[src/rtl/core/dbops_pkg.sv]
package dbops_pkg;

    localparam int PANEL_WIDTH  = 128;
    localparam int PANEL_HEIGHT = 128;

    localparam int PAGES       = PANEL_HEIGHT / 8;
    localparam int COL_W       = $clog2(PANEL_WIDTH);
    localparam int PAGE_W      = 4;
    localparam int OFF_W       = 11;
    localparam int ADDR_W      = OFF_W + 1;
    localparam int STORE_DEPTH = 1 << ADDR_W;
    localparam int CMD_BYTES   = 6;
    localparam int ADDR7_W     = 7;

    localparam logic [ADDR7_W-1:0] DEV_ADDR_RESET = 7'd60;

    localparam logic [7:0] CMD_CTRL  = 8'h00;
    localparam logic [7:0] DATA_CTRL = 8'h40;
    localparam logic [7:0] SET_PAGE  = 8'hB0;
    localparam logic [7:0] COL_HI    = 8'h10;
    localparam logic [7:0] COL_LO    = 8'h00;

    localparam logic [7:0] BIP_SET_PAGE = 8'd1;
    localparam logic [7:0] BIP_COL_HI   = 8'd3;
    localparam logic [7:0] BIP_DATA_HDR = 8'(CMD_BYTES);
    localparam logic [7:0] BIP_LAST     = 8'(CMD_BYTES + PANEL_WIDTH);

    typedef enum logic [1:0] {
        OP_DRAW  = 2'd0,
        OP_CLEAR = 2'd1,
        OP_SWAP  = 2'd2,
        OP_PULL  = 2'd3
    } dbops_op_t;

    typedef enum logic [2:0] {
        ST_INIT,
        ST_IDLE,
        ST_DRAW_RD,
        ST_DRAW_WR,
        ST_CLEAR,
        ST_SWAP,
        ST_PULL_RD,
        ST_PULL_OUT
    } dbops_state_t;

    typedef struct packed {
        logic capture;
        logic init_wr;
        logic clear_wr;
        logic clear_done;
        logic draw_rd;
        logic draw_wr;
        logic pull_done;
        logic swap_done;
    } dbops_ctrl_t;

    typedef struct packed {
        logic rsp_free;
        logic sweep_last_init;
        logic sweep_last_clear;
    } dbops_stat_t;

    typedef struct packed {
        logic [7:0]         out_byte;
        logic               byte_valid;
        logic               transaction_start;
        logic               transaction_end;
        logic               frame_end;
        logic [ADDR7_W-1:0] bus_address;
        logic               swap_accepted;
        logic               busy_res;
    } dbops_rsp_word_t;

endpackage

[src/rtl/core/dbops_ctrl.sv]
module dbops_ctrl import dbops_pkg::*; (
    input  logic        clk,
    input  logic        rst_n,
    input  logic        cmd_valid,
    input  logic [1:0]  cmd_opcode,
    output logic        cmd_ready,
    input  dbops_stat_t stat,
    output dbops_ctrl_t ctrl
);

    dbops_state_t state_reg;
    dbops_state_t state_next;
    logic         accept;

    assign accept = (state_reg == ST_IDLE) && cmd_valid && stat.rsp_free;

    always_ff @(posedge clk or negedge rst_n)
    begin
        if (!rst_n)
        begin
            state_reg <= ST_INIT;
        end
        else
        begin
            state_reg <= state_next;
        end
    end

    always_comb
    begin
        state_next = state_reg;
        case (state_reg)
            ST_INIT:
            begin
                if (stat.sweep_last_init)
                begin
                    state_next = ST_IDLE;
                end
            end
            ST_IDLE:
            begin
                if (accept)
                begin
                    case (dbops_op_t'(cmd_opcode))
                        OP_DRAW:  state_next = ST_DRAW_RD;
                        OP_CLEAR: state_next = ST_CLEAR;
                        OP_SWAP:  state_next = ST_SWAP;
                        OP_PULL:  state_next = ST_PULL_RD;
                        default:  state_next = ST_IDLE;
                    endcase
                end
            end
            ST_DRAW_RD:  state_next = ST_DRAW_WR;
            ST_DRAW_WR:  state_next = ST_IDLE;
            ST_CLEAR:
            begin
                if (stat.sweep_last_clear)
                begin
                    state_next = ST_IDLE;
                end
            end
            ST_SWAP:     state_next = ST_IDLE;
            ST_PULL_RD:  state_next = ST_PULL_OUT;
            ST_PULL_OUT: state_next = ST_IDLE;
            default:     state_next = ST_INIT;
        endcase
    end

    always_comb
    begin
        ctrl      = '0;
        cmd_ready = 1'b0;
        case (state_reg)
            ST_INIT:     ctrl.init_wr = 1'b1;
            ST_IDLE:
            begin
                cmd_ready    = stat.rsp_free;
                ctrl.capture = accept;
            end
            ST_DRAW_RD:  ctrl.draw_rd = 1'b1;
            ST_DRAW_WR:  ctrl.draw_wr = 1'b1;
            ST_CLEAR:
            begin
                ctrl.clear_wr   = 1'b1;
                ctrl.clear_done = stat.sweep_last_clear;
            end
            ST_SWAP:     ctrl.swap_done = 1'b1;
            ST_PULL_OUT: ctrl.pull_done = 1'b1;
            default:     ctrl = '0;
        endcase
    end

endmodule

[config.mk]
export PLATFORM = sky130hd
export DESIGN_NAME = dbops_ctrl
export DESIGN_NICKNAME = d
export VERILOG_FILES = /design/src/rtl/core/dbops_pkg.sv /design/src/rtl/core/dbops_ctrl.sv
export SDC_FILE = /design/constraint.sdc
export NUM_CORES = 1
export LEC_CHECK = 0
export BUFFER_PORTS_ARGS = -buffer_cell sky130_fd_sc_hd__buf_2
export CAP_MARGIN = 15
export CORE_AREA = 3 3 40 42
export DETAILED_ROUTE_END_ITERATION = 16
export DIE_AREA = 0 0 43 45
export MAX_ROUTING_LAYER = met4
export PLACE_DENSITY_LB_ADDON = 0.08
export SKIP_CTS_REPAIR_TIMING = 1
export SYNTH_ARGS = -nofsm -noshare
export SYNTH_HDL_FRONTEND = slang
export SYNTH_SLANG_ARGS = --single-unit
[constraint.sdc]
create_clock -name clk -period 1.55 [get_ports clk]
set_clock_uncertainty 0.2 [all_clocks]
set_input_delay 0.155 -clock clk [delete_from_list [all_inputs] [get_ports clk]]
set_output_delay 0.155 -clock clk [all_outputs]
set_load 0.1 [all_outputs]
# After elaboration in Yosys (flattened, before gate mapping)
# Cells that the tools add are included.
totals:
  wordCells: 33
  out_inout_bits: 9
  register_bits: 3
op_classes:
  eq_ne: 13
  mux: 13
  n_reduce_logical: 6
ops:
  columns: ["cell", "n"]
  rows:
  - ["3-bit case mux with 6 select lines", 1]
  - ["3-bit == test (second input constant)", 4]
  - ["3-bit case mux with 4 select lines", 1]
  - ["3-bit two-way mux", 3]
  - ["1-bit two-way mux", 7]
  - ["3-bit by 2-bit == test with 1-bit output (second input constant)", 2]
  - ["2-bit inequality test (second input constant)", 3]
  - ["2-bit == test (second input constant)", 2]
  - ["3-bit by 1-bit == test with 1-bit output (second input constant)", 1]
  - ["3-bit logical NOT", 1]
  - ["3-bit AND reduction", 1]
  - ["3-bit OR reduction", 1]
  - ["2-bit by 1-bit == test with 1-bit output (second input constant)", 1]
  - ["1-bit logical AND", 2]
  - ["2-bit logical NOT", 1]
  - ["2-bit two-way mux", 1]

# Depth between registers and ports, before layout
logic_depth:
  word_depth: 5
  depth_mapped: 4

# Least setup slack after synthesis
# OpenSTA, ideal clock, no wires.
synth_timing:
  kind: "flip-flop to output port"
  startpoint: "register state_reg[2]"
  endpoint: "output port ctrl[5] in the netlist's numbering"
  setup_slack_ps: -1407
  path_stages_with_launch: 4
  required_time_ps: 1195
  path_buffers: 1
  t_arrival_ps: 2602
  cell_sequence: "dfrtp_1 > clkbuf_2 > inv_1 > nor3_1"
synth_lines:
  columns: ["element", "line", "text"]
  rows:
  - ["from (decl)", "dbops_ctrl.sv:11", "dbops_state_t state_reg;"]
  - ["from (signal assigned)", "dbops_ctrl.sv:25", "state_reg <= state_next;"]
  - ["to (decl)", "dbops_ctrl.sv:8", "output dbops_ctrl_t ctrl"]

==> flow_metrics.env <==
export IMPL_outcome="finished, violations left"
export IMPL_violations="hold timing, setup timing"
export IMPL_worst_ep_required_time_ps=1190
export IMPL_yosysTopAreaCellShare_pct=27.9
export IMPL_switching_share_pct=46.0
export IMPL_async_flop_share_pct=100
export IMPL_r2r_start="state_reg[1]"
export IMPL_gp_congestion=0.759
export IMPL_layout_cells_non_filler=71
export IMPL_hold_ws_ps=-18.9
export IMPL_worstSetupEndpointType="output port"
export IMPL_synth_fp_nets=41
export IMPL_final_hold_viol_count=1
export IMPL_antenna_found_initial=0
export IMPL_period_share_pct=108
export IMPL_finalNetCount=67
export IMPL_ys_ff_latch=3
export IMPL_leakage_nw=0.286
export IMPL_fin_crit_ps=1680
export IMPL_rsz0062_at_grt="true"
export IMPL_cap_violations=0
export IMPL_detailed_place_hpwl_um=657
export IMPL_worst_pin_slew_ps=246
export IMPL_coreArea_um2=1280
export IMPL_path_class="reg2out"
export IMPL_synth_main_ff_cell="dfrtp_1"
export IMPL_cts_tree="yes"
export IMPL_startpoint="state_reg[1]"
export IMPL_hold_start="cmd_valid"
export IMPL_stdcell_area_um2=628
export IMPL_max_freq_ghz=0.595
export IMPL_ys_warn_count=0
export IMPL_ir_worst_vdd_mv=0.549
export IMPL_powerDensity_nw_per_um2=998
export IMPL_p_sw_w=0.000288
export IMPL_pwr_share_comb_pct=60.7
export IMPL_top_usage_layer="met2"
export IMPL_grt_first_pass_wirelength_mm=1.28
export IMPL_layout_drive_gt1_share_pct=66.1
export IMPL_die_y_um=45
export IMPL_ys_seq_area_share_pct=27.9
export IMPL_fin_ws_ps=-129
export IMPL_drc_errors=0
export IMPL_dp_cells=64
export IMPL_die_area_um2=1940
export IMPL_p_int_w=0.000339
export IMPL_io_buffers=16
export IMPL_ant_nets=0
export IMPL_pwr_share_seq_pct=16.7
export IMPL_worst_path_max_fanout=5
export IMPL_setup_violations=8
export IMPL_syn_area_um2=269
export IMPL_largest_reg_flops=3
export IMPL_syn2layout_area_growth_pct=133
export IMPL_cts_root_buf="clkbuf_4"
export IMPL_syn_inst=31
export IMPL_reg2reg_slack_ps=250
export IMPL_wl_per_cell_um=11.2
export IMPL_drt_first_pass_iters=2
export IMPL_clkTransAtPathRegs_ps=40
export IMPL_use_met3_pct=3.19
export IMPL_yosysMostFrequentCell="inv_1"
export IMPL_drt_iter0_markers=3
export IMPL_ioPinCount=17
export IMPL_synth_area_leaders="dfrtp_1 (28%), nand4bb_4 (10%), ha_1 (9.3%), and3_2 (5.6%), inv_1 (5.6%)"
export IMPL_pwr_share_clk_pct=22.6
export IMPL_grt_usage_pct=9.80
export IMPL_clock_sinks=3
export IMPL_grt_max_degree=6
export IMPL_diodes=0
export IMPL_grtUsageMet1_pct=8.98
export IMPL_htreeDepth=1
export IMPL_grtUsageMet2_pct=15.3
export IMPL_synth_common_cells="inv_1 (4), dfrtp_1 (3), nor2_1 (3)"
export IMPL_synth_cell_types=19
export IMPL_arrival_ps=1320
export IMPL_synth_top_cell_by_area="dfrtp_1"
export IMPL_initial_core_util_pct=20.9
export IMPL_slew_headroom_pct=83.6
export IMPL_maxSlewViolCount=0
export IMPL_clk_latency_ps=240
export IMPL_cts_buffers=3
export IMPL_worst_setup_path_start_kind="register"
export IMPL_clock_path_buffers=2
export IMPL_num_vias=307
export IMPL_rows=13
export IMPL_vias_per_cell=4.32
export IMPL_fp_dieW_um=43
export IMPL_hold_class="in2reg"
export IMPL_avgSynthCellArea_um2=8.68
export IMPL_synth_edf_count=0
export IMPL_place_area_um2=572
export IMPL_overflow=0
export IMPL_grt_pass1_vias=306
export IMPL_finalWirelength_um=798
==> path summary, 6_finish.rpt <==
kind / cells after the start / end
worst min-delay path: 2 / state_reg[0]
worst max-delay path: 4 / ctrl[7]
min in group asynchronous: 2 / state_reg[0]
max in group asynchronous: 2 / state_reg[1]
worst min register to register: 1 / state_reg[2]
worst max register to register: 3 / state_reg[1]
==> layout by cell type, fill, tap and decap left out, types with 2 or more instances in the layout <==
cell      synthesis  layout
buf_12            0       9
inv_1             4       4
nor2_4            0       2
nand2b_1          2       2
nor3_4            0       2
clkbuf_4          0       3
buf_2             0       7
buf_4             0       5
and3_2            2       3
dfrtp_2           0       2
ha_1              2       2
==> routing by layer <==
layer	vias to the layer above	share of wire (%)
met5	-	0
met4	0	1.9
met3	2	8.3
met2	15	54
met1	137	36
li1	153	-
==> critical path: stages, from the launching register on <==
cell and delay (ps):
dfrtp_2 420, nand4bb_4 280, inv_8 80, and2_4 140
buf_12 160
==> power by group through the flow <==
| stage | Sequential [W] | Clock (W) | Combinational (W) |
|---|---|---|---|
| detailed placement | 0.000104 | 0 | 0.000364 |
| global placement | 0.000104 | 0 | 0.000362 |
| global route | 0.000107 | 0.000147 | 0.000396 |
| finish | 0.000105 | 0.000142 | 0.000380 |
| CTS | 0.000103 | 0.000144 | 0.000365 |
| floorplan | 0.0000999 | 0 | 0.000250 |
==> cell type report <==
cell class / count / area, µm²
fillers: 120 / 657
repair buffers: 23 / 274
multi-input cells: 21 / 205
flip-flops and latches: 3 / 77.6
clock buffers: 4 / 26.3
inverters: 5 / 26.3
well taps: 15 / 18.8
==> metrics by stage <==
stage / utilization (%) / TNS [ps] / hold slack (ps) / total power [W] / worst slack, ps
final: 48.9 / -431 / -18.9 / 0.000627 / -129
after global routing: 48.9 / -717 / 15.2 / 0.000650 / -175
after CTS: 46.5 / -644 / -498 / 0.000612 / -143
after detailed placement: 44.5 / 0 / -248 / 0.000469 / 114
after global placement: 44.5 / 0 / -250 / 0.000466 / 130
after floorplan: - / -449 / -341 / 0.000350 / -159
==> cells by family (layout without fill, tap and decap cells) <==
family	count (synthesis)	after routing	synth area share [%]
multiplexers	1	1	3.72
AO/OA/AOI/OAI	3	3	8.37
adder cells (fa/ha/maj)	2	2	9.30
buffers and inverters	7	32	10.7
AND/OR/NAND/NOR	15	15	40.0
flip-flops	3	3	27.9
Power figures use the tool's default switching activity.
